==> config.mk <==
export PLATFORM = sky130hd
export DESIGN_NAME = rarmt_ctrl
export DESIGN_NICKNAME = d
export VERILOG_FILES = /design/src/rarmt_pkg.sv /design/src/rarmt_ctrl.sv
export VERILOG_INCLUDE_DIRS = /design/src /design/src/src
export SDC_FILE = /design/constraint.sdc
export NUM_CORES = 1
export LEC_CHECK = 0
export BUFFER_PORTS_ARGS = -buffer_cell sky130_fd_sc_hd__buf_2
export CAP_MARGIN = 10
export CORE_AREA = 2 2 117 119
export DETAILED_ROUTE_END_ITERATION = 7
export DIE_AREA = 0 0 119 121
export PLACE_DENSITY = 0.71
export SLEW_MARGIN = 0
export SYNTH_ARGS = -nofsm -noshare
export SYNTH_HDL_FRONTEND = slang
export SYNTH_SLANG_ARGS = --single-unit
==> constraint.sdc <==
create_clock -name i_clk -period 8.5 [get_ports i_clk]
set_clock_uncertainty 0.05 [all_clocks]
set_input_delay 0.85 -clock i_clk [delete_from_list [all_inputs] [get_ports i_clk]]
set_output_delay 0.85 -clock i_clk [all_outputs]
set_load 0.005 [all_outputs]
==> src/range_add_range_max_tree_macros.svh <==
// Assertion macros used by the range add / range max tree controller.
// Depends on a clock i_clk and an active-low reset i_rst_n in the using scope.
`ifndef RANGE_ADD_RANGE_MAX_TREE_MACROS_SVH
`define RANGE_ADD_RANGE_MAX_TREE_MACROS_SVH

// same-cycle implication
`define RARMT_ASSERT_NOW(lbl, ante, cons, msg) \
    lbl: assert property (@(posedge i_clk) disable iff (!i_rst_n) (ante) |-> (cons)) \
        else $error(msg);

// next-cycle implication
`define RARMT_ASSERT_NEXT(lbl, ante, cons, msg) \
    lbl: assert property (@(posedge i_clk) disable iff (!i_rst_n) (ante) |=> (cons)) \
        else $error(msg);

`endif

==> src/rarmt_pkg.sv <==
// Package for the range add / range max tree: sizes, item structs, datapath commands.
// No dependencies.
package rarmt_pkg;

    localparam int LEAVES = 1024;
    localparam int LVL    = $clog2(LEAVES);
    localparam int NODE_W = LVL + 1;
    localparam int POS_W  = 10;
    localparam int DATA_W = 32;
    localparam int U_W    = $clog2(LVL + 1);

    localparam logic [DATA_W-1:0] EMPTY_VAL = DATA_W'(-64'sd1231231234);

    localparam logic [3:0] OP_NONE  = 4'd0;
    localparam logic [3:0] OP_LOAD  = 4'd1;
    localparam logic [3:0] OP_CLR   = 4'd2;
    localparam logic [3:0] OP_ADDN  = 4'd3;
    localparam logic [3:0] OP_PCLR  = 4'd4;
    localparam logic [3:0] OP_PUSHA = 4'd5;
    localparam logic [3:0] OP_PUSHB = 4'd6;
    localparam logic [3:0] OP_REB   = 4'd7;
    localparam logic [3:0] OP_QRY   = 4'd8;
    localparam logic [3:0] OP_OUT   = 4'd9;
    localparam logic [3:0] OP_OUTE  = 4'd10;

    typedef struct packed {
        logic                     kind;
        logic [POS_W-1:0]         range_low;
        logic [POS_W-1:0]         range_high;
        logic signed [DATA_W-1:0] add_amount;
    } t_in_item;

    typedef struct packed {
        logic signed [DATA_W-1:0] max_value;
        logic                     empty_range;
    } t_out_item;

    typedef struct packed {
        logic [3:0]        op;
        logic              rd;
        logic [NODE_W-1:0] addr_a;
        logic [NODE_W-1:0] addr_b;
        logic [LVL-1:0]    addr_p;
        logic [LVL-1:0]    addr_q;
    } t_dp_cmd;

    typedef struct packed {
        logic pend_nz;
        logic out_free;
    } t_dp_sts;

    function automatic logic [DATA_W-1:0] smax(input logic [DATA_W-1:0] a,
                                               input logic [DATA_W-1:0] b);
        return ($signed(a) > $signed(b)) ? a : b;
    endfunction

    function automatic logic [LVL-1:0] clamp_pos(input logic [POS_W-1:0] pos);
        if (32'(pos) >= LEAVES) begin
            return LVL'(LEAVES - 1);
        end
        return LVL'(pos);
    endfunction

endpackage

==> src/rarmt_ctrl.sv <==
// Controller: clearing pass, range walk, tag push-down and rebuild sequencing.
// Depends on rarmt_pkg and the assertion macro header; drives rarmt_datapath.
`include "range_add_range_max_tree_macros.svh"
module rarmt_ctrl import rarmt_pkg::*; (
    input  logic     i_clk,
    input  logic     i_rst_n,
    input  logic     i_in_valid,
    input  t_in_item i_in_item,
    output logic     o_in_stall,
    input  t_dp_sts  i_sts,
    output t_dp_cmd  o_cmd
);

    localparam logic [3:0] S_CLEAR = 4'd0;
    localparam logic [3:0] S_IDLE  = 4'd1;
    localparam logic [3:0] S_A_L   = 4'd2;
    localparam logic [3:0] S_A_LW  = 4'd3;
    localparam logic [3:0] S_A_R   = 4'd4;
    localparam logic [3:0] S_A_RW  = 4'd5;
    localparam logic [3:0] S_A_SH  = 4'd6;
    localparam logic [3:0] S_RB    = 4'd7;
    localparam logic [3:0] S_RBW   = 4'd8;
    localparam logic [3:0] S_P_A   = 4'd9;
    localparam logic [3:0] S_P_B   = 4'd10;
    localparam logic [3:0] S_P_C   = 4'd11;
    localparam logic [3:0] S_P_D   = 4'd12;
    localparam logic [3:0] S_OUT   = 4'd13;
    localparam logic [3:0] S_OUTE  = 4'd14;

    logic [3:0]        r_state, n_state;
    logic              r_kind, n_kind;
    logic [LVL-1:0]    r_lo, n_lo, r_hi, n_hi;
    logic [NODE_W:0]   r_l, n_l;
    logic [NODE_W-1:0] r_r, n_r;
    logic [LVL-1:0]    r_n, n_n;
    logic [U_W-1:0]    r_u, n_u;
    logic              r_pass, n_pass;
    logic [NODE_W-1:0] r_clr, n_clr;

    logic [LVL-1:0]    lo_c, hi_c;
    logic [NODE_W-1:0] leaf_lo, leaf_hi, path_node, push_idx, child0, child1;
    t_dp_cmd           cmd;

    assign lo_c      = clamp_pos(i_in_item.range_low);
    assign hi_c      = clamp_pos(i_in_item.range_high);
    assign leaf_lo   = {1'b1, r_lo};
    assign leaf_hi   = {1'b1, r_hi};
    assign path_node = r_pass ? leaf_hi : leaf_lo;
    assign push_idx  = path_node >> r_u;
    assign child0    = {r_n, 1'b0};
    assign child1    = {r_n, 1'b1};

    always_comb begin
        n_state = r_state;
        n_kind  = r_kind;
        n_lo    = r_lo;
        n_hi    = r_hi;
        n_l     = r_l;
        n_r     = r_r;
        n_n     = r_n;
        n_u     = r_u;
        n_pass  = r_pass;
        n_clr   = r_clr;
        cmd     = '0;
        cmd.op  = OP_NONE;
        case (r_state)
            S_CLEAR: begin
                cmd.op     = OP_CLR;
                cmd.addr_a = r_clr;
                n_clr      = r_clr + 1'b1;
                if (&r_clr) begin
                    n_state = S_IDLE;
                end
            end
            S_IDLE: begin
                if (i_in_valid) begin
                    cmd.op = OP_LOAD;
                    n_kind = i_in_item.kind;
                    n_lo   = lo_c;
                    n_hi   = hi_c;
                    n_l    = {2'b01, lo_c};
                    n_r    = {1'b1, hi_c};
                    n_u    = U_W'(LVL);
                    n_pass = 1'b0;
                    if (lo_c > hi_c) begin
                        n_state = i_in_item.kind ? S_OUTE : S_IDLE;
                    end else begin
                        n_state = i_in_item.kind ? S_P_A : S_A_L;
                    end
                end
            end
            S_A_L: begin
                if (r_l <= {1'b0, r_r} && r_l != '0) begin
                    if (r_l[0]) begin
                        cmd.rd     = 1'b1;
                        cmd.addr_a = r_l[NODE_W-1:0];
                        cmd.addr_p = r_l[LVL-1:0];
                        n_state    = S_A_LW;
                    end else begin
                        n_state = S_A_R;
                    end
                end else if (r_kind) begin
                    n_state = S_OUT;
                end else begin
                    n_n     = leaf_lo[NODE_W-1:1];
                    n_pass  = 1'b0;
                    n_state = S_RB;
                end
            end
            S_A_LW: begin
                cmd.op  = r_kind ? OP_QRY : OP_ADDN;
                n_l     = r_l + 1'b1;
                n_state = S_A_R;
            end
            S_A_R: begin
                if (!r_r[0]) begin
                    cmd.rd     = 1'b1;
                    cmd.addr_a = r_r;
                    cmd.addr_p = r_r[LVL-1:0];
                    n_state    = S_A_RW;
                end else begin
                    n_state = S_A_SH;
                end
            end
            S_A_RW: begin
                cmd.op  = r_kind ? OP_QRY : OP_ADDN;
                n_r     = r_r - 1'b1;
                n_state = S_A_SH;
            end
            S_A_SH: begin
                n_l     = r_l >> 1;
                n_r     = r_r >> 1;
                n_state = S_A_L;
            end
            S_RB: begin
                if (r_n == '0) begin
                    if (!r_pass) begin
                        n_pass = 1'b1;
                        n_n    = leaf_hi[NODE_W-1:1];
                    end else begin
                        n_state = S_IDLE;
                    end
                end else begin
                    cmd.rd     = 1'b1;
                    cmd.addr_a = child0;
                    cmd.addr_b = child1;
                    cmd.addr_p = r_n;
                    n_state    = S_RBW;
                end
            end
            S_RBW: begin
                cmd.op  = OP_REB;
                n_n     = r_n >> 1;
                n_state = S_RB;
            end
            S_P_A: begin
                cmd.rd     = 1'b1;
                cmd.addr_p = push_idx[LVL-1:0];
                n_n        = push_idx[LVL-1:0];
                n_state    = S_P_B;
            end
            S_P_B, S_P_D: begin
                cmd.op = (r_state == S_P_B) ? OP_PCLR : OP_PUSHB;
                if (r_state == S_P_B && i_sts.pend_nz) begin
                    cmd.rd     = 1'b1;
                    cmd.addr_a = child0;
                    cmd.addr_b = child1;
                    cmd.addr_p = child0[LVL-1:0];
                    cmd.addr_q = child1[LVL-1:0];
                    n_state    = S_P_C;
                end else if (r_u == U_W'(1)) begin
                    if (!r_pass) begin
                        n_pass  = 1'b1;
                        n_u     = U_W'(LVL);
                        n_state = S_P_A;
                    end else begin
                        n_state = S_A_L;
                    end
                end else begin
                    n_u     = r_u - 1'b1;
                    n_state = S_P_A;
                end
            end
            S_P_C: begin
                cmd.op  = OP_PUSHA;
                n_state = S_P_D;
            end
            S_OUT, S_OUTE: begin
                if (i_sts.out_free) begin
                    cmd.op  = (r_state == S_OUT) ? OP_OUT : OP_OUTE;
                    n_state = S_IDLE;
                end
            end
            default: begin
                n_state = S_IDLE;
            end
        endcase
    end

    always_ff @(posedge i_clk) begin
        if (!i_rst_n) begin
            r_state <= S_CLEAR;
            r_clr   <= '0;
        end else begin
            r_state <= n_state;
            r_clr   <= n_clr;
        end
        r_kind <= n_kind;
        r_lo   <= n_lo;
        r_hi   <= n_hi;
        r_l    <= n_l;
        r_r    <= n_r;
        r_n    <= n_n;
        r_u    <= n_u;
        r_pass <= n_pass;
    end

    assign o_in_stall = (r_state != S_IDLE);
    assign o_cmd      = cmd;

    `RARMT_ASSERT_NEXT(a_push_skip, r_state == S_P_B && !i_sts.pend_nz,
        r_state != S_P_C, "push issued for a clear tag")
    `RARMT_ASSERT_NEXT(a_out_hold, r_state == S_OUT && !i_sts.out_free,
        r_state == S_OUT, "result dropped while output busy")
    `RARMT_ASSERT_NEXT(a_empty_add, r_state == S_IDLE && i_in_valid && !i_in_item.kind && lo_c > hi_c,
        r_state == S_IDLE, "empty add did not complete at once")

endmodule
### Word-level counts from Yosys, hierarchy flattened

Cells that the tools add are included.

| word-level totals | value |
|---|---|
| bits in registers | 74 |
| memory bits (writable) | 0 |
| bits in read-only memories | 0 |
| word-level logic and storage cells | 122 |
| bits in latches | 0 |
| memories kept | 0 |

| operators by class | value |
|---|---|
| add/sub/neg operators | 4 |
| magnitude comparators | 2 |
| mux-type cells | 57 |
| div/mod/pow operators | 0 |
| multiply operators | 0 |
| shifts and indexed selects | 1 |
| reductions and logical operators | 21 |
| bitwise logic cells | 0 |
| equal/unequal tests | 27 |

Operator list:

| operator | number |
|---|---|
| 10-bit two-way mux | 9 |
| 4-bit two-way mux | 19 |
| 11-bit case mux with 5 select lines | 1 |
| 4-bit case mux with 13 select lines | 1 |
| 10-bit case mux with 5 select lines | 1 |
| 12-bit two-way mux | 4 |
| 43-bit two-way mux | 1 |
| 10-bit case mux with 4 select lines | 1 |
| 12-bit case mux with 3 select lines | 1 |
| 33-bit two-way mux | 1 |
| 11-bit case mux with 3 select lines | 1 |
| 4-bit == test (second input constant) | 7 |
| 4-bit case mux with 7 select lines | 1 |
| 11-bit case mux with 2 select lines | 1 |
| 2-bit inequality test (second input constant) | 9 |
| 4-bit by 3-bit == test with 1-bit output (second input constant) | 4 |
| 12-bit by 1-bit adder with 12-bit output (second input constant) | 1 |
| 12-bit by 11-bit less-or-equal comparator with 1-bit output | 1 |
| 12-bit nonzero test | 1 |
| 11-bit by 1-bit adder with 11-bit output (second input constant) | 1 |
| 11-bit two-way mux | 1 |
| 11-bit AND reduction | 1 |
| 11-bit by 4-bit >> shifter with 10-bit output | 1 |
| 11-bit by 1-bit subtractor with 11-bit output (second input constant) | 1 |
| other kinds (23) | 42 |

### Logic depth before layout (Yosys ltp)

Gate-level depths: netlist of the first run.

| depth | value |
|---|---|
| word-level depth | 4 |
| depth in mapped cells | 16 |
| gate-level depth less buffers | 16 |

### Worst setup path after synthesis of the first run

No wires, ideal clock.

| timing | value |
|---|---|
| kind | register -> register |
| start | register r_l[10] |
| end | register r_n[0] (enable) |
| path slack | 4555 ps |
| buffers on the path | 0 |
| required time | 8016 ps |
| data arrival time | 3461 ps |
| stages on the path, launching flop included | 8 |
| path through | edfxtp_1 -> ha_1 -> nand4b_1 -> a211o_1 -> a21oi_1 -> nand2b_1 -> a21boi_1 -> a2111oi_0 |

| between the ends | value |
|---|---|
| longest elaborated chain between the ends | 4 |
| elaborated cells on any way between the ends | 5 |

RTL lines:

| what | RTL line | text |
|---|---|---|
| start, declared | rarmt_ctrl.sv:33 | `logic [NODE_W:0] r_l, n_l;` |
| start signal, assigned | rarmt_ctrl.sv:211 | `r_l <= n_l;` |
| 12-bit by 11-bit less-or-equal comparator with 1-bit output / 12-bit nonzero test (equally long branches) | rarmt_ctrl.sv:93 | `if (r_l <= {1'b0, r_r} && r_l != '0) begin` |
| 1-bit logical AND * | rarmt_ctrl.sv:93 |  |
| 2-bit inequality test (no source line) * | -- |  |
| 5-bit AND reduction (no source line) * | -- |  |
| end signal, assigned | rarmt_ctrl.sv:213 | `r_n <= n_n;` |
| end, declared | rarmt_ctrl.sv:35 | `logic [LVL-1:0] r_n, n_n;` |

Mark *: on every way between the ends. The rest lies on a longest branch, timed or not.
A chain may end at the register's enable or synchronous reset.

==> impl_metrics.yaml, run 1 <==
status:
  status: "complete, but fails checks"
  violations: "design-rule violations"
yosys:
  ys_warn_count: 0
  synth.distinct_cells: 60
  postSynthCellCount: 668
  synth_nets: 756
  synth_edf_count: 59
  syn_avg_cell_area_um2: 8.74
  synthFlopType: "edfxtp_1"
  ys_async_sr_fraction_pct: 0
  ys_seq_elements: 74
  netlist_area_mm2: 0.00584
  ys_seq_area_share_pct: 35.5
placement:
  place.gp.congestion: 0.993
  dpl.hpwl_um: 14400
  portBuffers: 73
  placed_cell_area_mm2: 0.00633
detailed_routing:
  first_pass_iters: 8
  drc_errors: 7
  via_per_inst: 6.34
  vias: 5704
  wl_per_cell_um: 21.2
  drt_iter0_markers: 655
  ant_nets: 0
  routed_wl_um: 19100
cts:
  tritoncts: "done"
  cts_resized: 0
  clock_latency_ns: 0.35
  htree_levels: 3
  cts_hold_buf: 0
  cts_sinks: 74
  cts_made_buffers: 9
  cts_buffer_depth: 2
  clock-root-buffer: "clkbuf_16"
  post_cts_buffers: 0
  path_clk_slew_ns: 0.06
worst_setup_path:
  timing.rr.end: "r_l[0]"
  cp.arrival_ns: 3.29
  cp.required_ns: 7.60
  r2r_start: "r_state[3]"
  end_kind: "primary output"
  reg2reg_depth: 4
  crit_type: "reg2out"
  critPathLaunchType: "flip-flop"
  ff2ff_setup_slack_ns: 5.44
  cp_max_fo: 12
layout:
  seq_area_mm2: 0.00207
  synthToLayoutAreaGrowth_pct: 13.7
  multi_input_area_mm2: 0.00348
  design_area_mm2: 0.00664
  insertedDiodeCount: 0
  drive_gt1_share_pct: 17.1
  fill_cells: 1222
  fin_nets: 808
global_routing:
  antenna_found_initial: 0
  grt_pass1_vias: 5188
  grt_first_pass_wirelength_um: 29400
  track_usage_pct: 26.6
  grt-ovfl-total: 0
  grt_max_degree: 43
timing:
  slew_violations: 0
  hold_viol_final: 0
  period_minus_slack_ns: 4.19
  max_clock_freq_ghz: 0.238
  slew_headroom_pct: 24.6
  holdWs_ns: 0.472
  fin_crit_sh_pct: 49.3
  worst_pin_slew_ns: 1.12
  setup_viol_count_final: 0
  rsz0062_at_grt: "no"
  setup_tns_ns: 0
die:
  dieHeight_um: 121
  start_util_pct: 44.6
  core_area_mm2: 0.0131
  io_pins: 106
  die_area_mm2: 0.0144
  die_x_um: 119
  rows: 42
pwr:
  combPwrFrac_pct: 5.1
  intPower_mw: 0.664
  seqPwrFrac_pct: 46.3
  net-switching-power_mw: 0.181
  p_clk_share_pct: 48.6
  switching_share_pct: 21.4
  max-vdd-ir-drop_mv: 0.167
  p_leak_nw: 2.66
  p_per_area_mw_per_mm2: 127
flow_run:
  max_cap_violations: 0
min_path:
  hold_path.class: "reg2reg"
  worstHoldStart: "r_clr[7]"
  worstHoldPathCells: 2
  min_to: "r_clr[7]"
## synthesized netlist by cell type, drive strengths merged (3+ instances only)
| cell type | count | share of area (%) |
|---|---|---|
| nand2 | 68 | 4.4 |
| edfxtp | 59 | 30 |
| o21ai | 56 | 4.8 |
| nor2 | 45 | 2.9 |
| nand3 | 37 | 3.2 |
| a21oi | 36 | 3.1 |
| inv | 34 | 2.2 |
| clkbuf | 31 | 2.0 |
| and2 | 30 | 3.4 |
| ha | 30 | 6.4 |
| xnor2 | 21 | 3.1 |
| o22ai | 17 | 1.8 |
| dfxtp | 15 | 5.1 |
| nor3 | 13 | 1.2 |
| a221oi | 12 | 1.8 |
| mux2i | 12 | 2.1 |
| a22oi | 10 | 1.3 |
| mux4 | 10 | 3.9 |
| nand4 | 10 | 1.1 |
| nor2b | 9 | 0.96 |
| and3 | 8 | 0.86 |
| buf | 8 | 0.66 |
| o211ai | 8 | 1.0 |
| nand2b | 7 | 0.75 |
| a221o | 6 | 1.0 |
| nor4 | 6 | 1.2 |
| a211oi | 5 | 0.64 |
| a222oi | 5 | 0.86 |
| a31oi | 5 | 0.54 |
| o21a | 5 | 0.64 |
| xor2 | 5 | 0.75 |
| a21boi | 4 | 0.51 |
| a21o | 4 | 0.51 |
| or2 | 4 | 0.43 |
| or3 | 4 | 0.43 |
| mux2 | 3 | 0.58 |
| nor3b | 3 | 0.39 |
| o21bai | 3 | 0.39 |
| or4 | 3 | 0.45 |
## logic make-up after synthesis
group / after synthesis / share of synthesized area [%]
simple gates: 253 / 22.4
fa+ha+maj: 30 / 6.43
xor+xnor: 26 / 3.90
flops: 74 / 35.5
compound gates: 185 / 20.3
buf+inv: 75 / 4.97
mux: 25 / 6.49
## state kept, by name, summed over array words and instances (netlist names)
| register | cells |
|---|---|
| r_n | 10 |
| r_clr | 11 |
| r_l | 12 |
| r_hi | 10 |
| r_kind | 1 |
| r_state | 4 |
| r_lo | 10 |
| r_r | 11 |
| r_pass | 1 |
| r_u | 4 |
## stage by stage
stage               utilization (%)  total power, mW  setup WS, ns  std cells
finish                         50.7            0.845          4.31        900
detailed placement             48.4            0.441          4.69        885
CTS                            50.7            0.849          4.36        900
global placement               48.4            0.439          4.68        885
floorplan                         -            0.422          4.55        668
global route                   50.7            0.869          4.10        900
## area by class of cell
class | instances | share of cell area [%]
Clock buffer | 10 | 3.45
Clock inverter | 5 | 1.21
Inverter | 36 | 2.04
Multi-Input combinational cell | 519 | 52.5
Sequential cell | 74 | 31.2
Tap cell | 176 | 3.32
Timing Repair Buffer | 80 | 6.30
## layer usage
| layer | share of wire, % | up-vias | global-route usage, % |
|---|---|---|---|
| met5 | 0 | - | 0 |
| met4 | 3.0 | 0 | 9.23 |
| met3 | 10 | 47 | 6.06 |
| met2 | 46 | 382 | 41.8 |
| met1 | 41 | 2685 | 36.2 |
| li1 | - | 2590 | - |
## worst max-delay path, stage by stage, from the launching register on
cell	delay, ns
edfxtp_1	0.45
inv_1	0.12
ha_1	0.32
nand4b_1	0.19
a211o_1	0.32
a21oi_1	0.32
nor3b_1	0.10
buf_4	0.20
a221oi_1	0.57
nand3_1	0.17
buf_2	0.17
## power by group through the flow
stage / logic, mW / registers, mW / clock network [mW]
2_1_floorplan: 0.0228 / 0.399 / 0
3_3_place_gp: 0.0401 / 0.399 / 0
3_5_place_dp: 0.0423 / 0.399 / 0
4_1_cts: 0.0425 / 0.391 / 0.415
5_1_grt: 0.0472 / 0.391 / 0.431
6_report: 0.0428 / 0.391 / 0.411
## cells in the final DEF, fill, tap and decap left out, types with 10 or more instances in the layout
cell	count
inv_1	33
a221oi_1	12
dfxtp_1	15
o22ai_1	17
nand4_1	10
ha_1	30
edfxtp_1	59
o21ai_0	56
nand3_1	37
and2_1	22
nor2_1	44
nand2_1	68
nor3_1	12
a21oi_1	36
xnor2_1	21
buf_2	73
a22oi_1	10
mux4_2	10
mux2i_1	12
## worst max path at each step
stage	slack (ns)	start	to	depth (start not counted)
after floorplan	4.55	r_l[10]	r_n[0]	7
after global placement	4.68	i_in_item[33]	r_state[1]	16
after detailed placement	4.69	i_in_item[33]	r_state[1]	16
after CTS	4.36	r_l[10]	o_cmd[14]	9
after global routing	4.10	r_r[10]	o_cmd[35]	10
final	4.31	r_r[10]	o_cmd[14]	10
Note: power is estimated with default switching activity, not from simulation.
==> run 2: changes to the inputs <==
PLACE_DENSITY = 0.74   (was 0.71)
clock period = 3.5 ns   (was 8.5 ns; I/O delays follow)
==> impl_metrics.yaml, run 2 (synthesis gave the netlist of run 1 again) <==
status:
  status: "complete, but fails checks"
  violations: "design-rule violations"
worst_setup_path:
  crit_chain: "inv_1 -> ha_1 -> nand4b_1 -> nor3_1 -> nor2_1 -> a21oi_2 -> nor3b_2 -> a221oi_1 -> nand3_1 -> buf_2"
  cp_max_fo: 7
  cp.arrival_ns: 2.99
  ff2ff_setup_slack_ns: 0.41
  critical_path.slowest_cell: "a221oi_1"
  reg2reg_depth: 11
  cp_top_family: "simple AND/OR/NAND/NOR gates"
  cp.required_ns: 3.10
  cp-endpoint: "o_cmd[39]"
  critPathLaunch: "r_r[10]"
  path_buf_inv: 2
  r2r_start: "r_r[10]"
  crit_type: "reg2out"
  timing.rr.end: "r_n[6]"
  end_kind: "primary output"
  cpPeakStageDelay_ns: 0.52
  critPathLaunchType: "flip-flop"
  cp.depth: 10
global_routing:
  antenna_found_initial: 0
  grt_max_degree: 36
  grt_pass1_vias: 5496
  grt_first_pass_wirelength_um: 30200
  track_usage_pct: 26.9
  grt-ovfl-total: 0
die:
  rows: 42
  start_util_pct: 44.6
  die_x_um: 119
  die_area_mm2: 0.0144
  dieHeight_um: 121
  io_pins: 106
  core_area_mm2: 0.0131
detailed_routing:
  ant_nets: 0
  wl_per_cell_um: 20.7
  via_per_inst: 6.40
  first_pass_iters: 8
  drt_iter0_markers: 800
  vias: 5865
  routed_wl_um: 19000
  drc_errors: 1
layout:
  top_register: "r_l"
  final_common_cell: "buf_2"
  final_cell_mix: "73 x buf_2, 68 x nand2_1, 59 x edfxtp_1"
  largest_reg_flops: 12
  fill_cells: 1203
  fin_util_pct: 51.6
  reg_top3: "r_l x12, r_clr x11, r_r x11"
  insertedDiodeCount: 0
  fin_nets: 823
  drive_gt1_share_pct: 19.6
  synthToLayoutAreaGrowth_pct: 15.7
timing:
  fin_crit_sh_pct: 96.7
  worst_pin_slew_ns: 0.838
  setup_tns_ns: 0
  max_clock_freq_ghz: 0.295
  slew_headroom_pct: 44.1
  hold_viol_final: 0
  slew_violations: 0
  setup_viol_count_final: 0
  period_minus_slack_ns: 3.39
pwr:
  total_power_mw: 1.99
  seqPwrFrac_pct: 47.7
  switching_share_pct: 22.6
  max-vdd-ir-drop_mv: 0.228
  intPower_mw: 1.54
  p_clk_share_pct: 47.0
  p_per_area_mw_per_mm2: 295
  p_leak_nw: 2.74
  net-switching-power_mw: 0.451
  combPwrFrac_pct: 5.3
cts:
  cts_hold_buf: 0
  htree_levels: 3
  tritoncts: "done"
  clock_latency_ns: 0.35
  path_clk_slew_ns: 0.06
  clock-root-buffer: "clkbuf_16"
  cts_buffer_depth: 2
  cts_made_buffers: 9
  cts_sinks: 74
placement:
  portBuffers: 73
  dpl.hpwl_um: 14500
  place.gp.congestion: 0.983
min_path:
  hold_path.class: "in2reg"
flow_run:
  max_cap_violations: 0
## run 2: power groups by stage
stage          combinational [mW]  clock (mW)  sequential, mW
2_1_floorplan              0.0552           0           0.969
3_3_place_gp               0.0986           0           0.970
3_5_place_dp                0.104           0           0.970
4_1_cts                     0.105       0.948           0.951
5_1_grt                     0.116       0.981           0.951
6_report                    0.106       0.936           0.951
## run 2: worst min-delay path by stage
| stage | from | to | cells after the start |
|---|---|---|---|
| after CTS | i_in_item[52] | r_kind | 1 |
| after global routing | i_in_item[52] | r_kind | 1 |
| after detailed placement | r_clr[10] | r_clr[10] | 2 |
| final | i_in_item[52] | r_kind | 1 |
| after floorplan | i_in_item[32] | r_hi[0] | 0 |
| after global placement | r_clr[7] | r_clr[7] | 2 |
## run 2: final cells by class
class,instances,area (µm²),area share [%]
Tap cell,176,220,3.26
Clock buffer,9,225,3.33
Multi-Input combinational cell,519,3500,51.9
Clock inverter,7,70.1,1.04
Sequential cell,74,2070,30.7
Timing Repair Buffer,95,531,7.85
Inverter,36,135,2.00
## run 2: per-layer routing
metal	wire length, µm	global-route usage [%]	up-vias
met3	1990	6.34	47
met2	8700	42.2	390
li1	-	-	2631
met1	7700	36.1	2797
met5	0	0	-
met4	575	10.6	0
## run 2: timing repair
action	CTS	global route
setup endpoints to repair	2	13
setup buffers	0	1
gates resized for setup	1	3
endpoints found under the hold margin	0	0
## run 2: per-stage QoR
step | hold WS, ns | cells | setup slack, ns | cell area, µm²
6_report | 0.177 | 916 | 0.115 | 6760
5_1_grt | 0.171 | 916 | -0.0126 | 6760
4_1_cts | 0.165 | 915 | 0.111 | 6730
3_5_place_dp | 0.475 | 899 | 0.303 | 6430
3_3_place_gp | 0.440 | 899 | 0.309 | 6430
2_1_floorplan | 0.399 | 668 | 0.0326 | 5840
==> run 3: changes to the inputs <==
--- a/constraint.sdc
+++ b/constraint.sdc
@@ -3,3 +3,3 @@
 set_input_delay 0.35 -clock i_clk [delete_from_list [all_inputs] [get_ports i_clk]]
 set_output_delay 0.35 -clock i_clk [all_outputs]
-set_load 0.005 [all_outputs]
+set_load 0.01 [all_outputs]
==> impl_metrics.yaml, run 3 (synthesis gave the netlist of run 1 again) <==
worst_setup_path:
  path_buf_inv: 2
  cpPeakStageDelay_ns: 0.48
  cp_top_family: "compound AO/OA/AOI/OAI gates"
  path_common_cell: "a211o_1"
  cp.required_ns: 3.10
  cp.arrival_ns: 3.01
  crit_chain: "ha_1 -> nand4b_1 -> a211o_1 -> a21oi_2 -> nor3b_1 -> buf_4 -> a221o_1 -> a211o_1 -> buf_2"
  end_kind: "primary output"
  crit_type: "reg2out"
  critPathLaunchType: "flip-flop"
  cp_max_fo: 12
  critical_path.slowest_cell: "edfxtp_1"
detailed_routing:
  first_pass_iters: 7
  ant_nets: 0
  top_layer_used: "met4"
  wl_met2_um: 8510
  routed_wl_um: 18900
  met1Wirelength_um: 7850
  drt_iter0_markers: 816
  vias: 5805
  via_per_inst: 6.27
  drc_errors: 0
  wl_per_cell_um: 20.4
  route.met3.wl_um: 1970
flow_run:
  max_cap_violations: 0
timing:
  period_minus_slack_ns: 3.41
  slew_headroom_pct: 39.9
  holdWs_ns: 0.170
  setup_viol_count_final: 0
  fin_crit_sh_pct: 97.3
  hold_viol_final: 0
  setup_ws_ns: 0.0945
  slew_violations: 0
  max_clock_freq_ghz: 0.294
  worst_pin_slew_ns: 0.901
cts:
  tritoncts: "done"
  clock_latency_ns: 0.35
  path_clk_slew_ns: 0.06
  cts_sinks: 74
  cts_made_buffers: 9
  htree_levels: 3
  clock-root-buffer: "clkbuf_16"
  cts_buffer_depth: 2
  cts_hold_buf: 0
layout:
  top_register: "r_l"
  drive_gt1_share_pct: 20.9
  largest_reg_flops: 12
  multi_input_area_mm2: 0.00351
  final_common_cell: "buf_2"
  final_cell_mix: "73 x buf_2, 68 x nand2_1, 59 x edfxtp_1"
  insertedDiodeCount: 0
  fill_cells: 1201
  seq_area_mm2: 0.00207
  synthToLayoutAreaGrowth_pct: 16.9
  stdcell_count: 926
  design_area_mm2: 0.00683
  fin_nets: 833
  reg_top3: "r_l x12, r_clr x11, r_r x11"
global_routing:
  grt-ovfl-total: 0
  track_usage_pct: 26.6
  antenna_found_initial: 0
  grt_first_pass_wirelength_um: 29700
  grt_max_degree: 35
  grt_pass1_vias: 5310
die:
  rows: 42
  die_x_um: 119
  dieHeight_um: 121
  start_util_pct: 44.6
  io_pins: 106
  die_area_mm2: 0.0144
  core_area_mm2: 0.0131
pwr:
  seqPwrFrac_pct: 48.6
  p_per_area_mw_per_mm2: 287
  net-switching-power_mw: 0.474
  switching_share_pct: 24.2
  p_leak_nw: 2.78
  intPower_mw: 1.48
  max-vdd-ir-drop_mv: 0.218
  combPwrFrac_pct: 5.5
  p_clk_share_pct: 45.9
placement:
  dp.cells: 898
  placed_cell_area_mm2: 0.00643
  place_ws_ns: 0.248
  place.gp.congestion: 0.985
  dpl.hpwl_um: 14200
  portBuffers: 73
status:
  status: "complete, no violations"
min_path:
  hold_path.class: "in2reg"
[run 3: cell types whose count changed in the layout (fill, tap and decap cells not counted), sizes merged]
| cell | previous run | this run |
|---|---|---|
| buf | 95 | 105 |
| inv | 34 | 37 |
| bufinv | 1 | 0 |
| clkinv | 5 | 4 |
| clkinvlp | 3 | 2 |
[run 3: path summary, 6_finish.rpt]
check | from | endpoint | slack [ns] | cells past startpoint
worst max register to register | r_l[10] | r_n[6] | 0.50 | 9
worst max-delay path | r_l[10] | o_cmd[19] | 0.09 | 9
worst min register to register | r_clr[10] | r_clr[10] | 0.51 | 2
worst min-delay path | i_in_item[34] | r_hi[2] | 0.17 | 1
[run 3: per-stage QoR]
stage / power (mW) / TNS (ns) / util (%)
6_report: 1.96 / 0 / 52.2
5_1_grt: 2.02 / -0.0675 / 52.2
4_1_cts: 1.97 / 0 / 51.3
3_5_place_dp: 1.07 / 0 / 49.1
3_3_place_gp: 1.07 / 0 / 49.1
2_1_floorplan: 1.03 / 0 / -
[run 3: area by class of cell]
| cell class | count | area share, % |
|---|---|---|
| clock buffer | 9 | 3.30 |
| clock inverter | 7 | 0.861 |
| inverter | 36 | 1.98 |
| multi-input combinational | 519 | 51.4 |
| sequential | 74 | 30.3 |
| tap | 176 | 3.22 |
| timing repair buffer | 105 | 8.87 |
[run 3: power groups by stage]
stage	registers (mW)	clock network (mW)	logic, mW
floorplan	0.969	0	0.0564
CTS	0.951	0.913	0.105
global placement	0.970	0	0.100
global route	0.951	0.946	0.120
finish	0.951	0.899	0.107
detailed placement	0.970	0	0.104
[run 3: per-layer routing]
| metal | GRT usage [%] | vias up |
|---|---|---|
| met5 | 0 | - |
| met4 | 9.67 | 0 |
| met3 | 6.11 | 44 |
| met2 | 41.9 | 382 |
| met1 | 35.8 | 2727 |
| li1 | - | 2652 |
[run 3: what timing repair did]
| action | 4_1_cts | 5_1_grt |
|---|---|---|
| gates resized for setup | 1 | 4 |
| setup endpoints to repair | 6 | 17 |
| pin swaps | 0 | 1 |
| gates cloned | 0 | 0 |
| setup buffers | 0 | 12 |
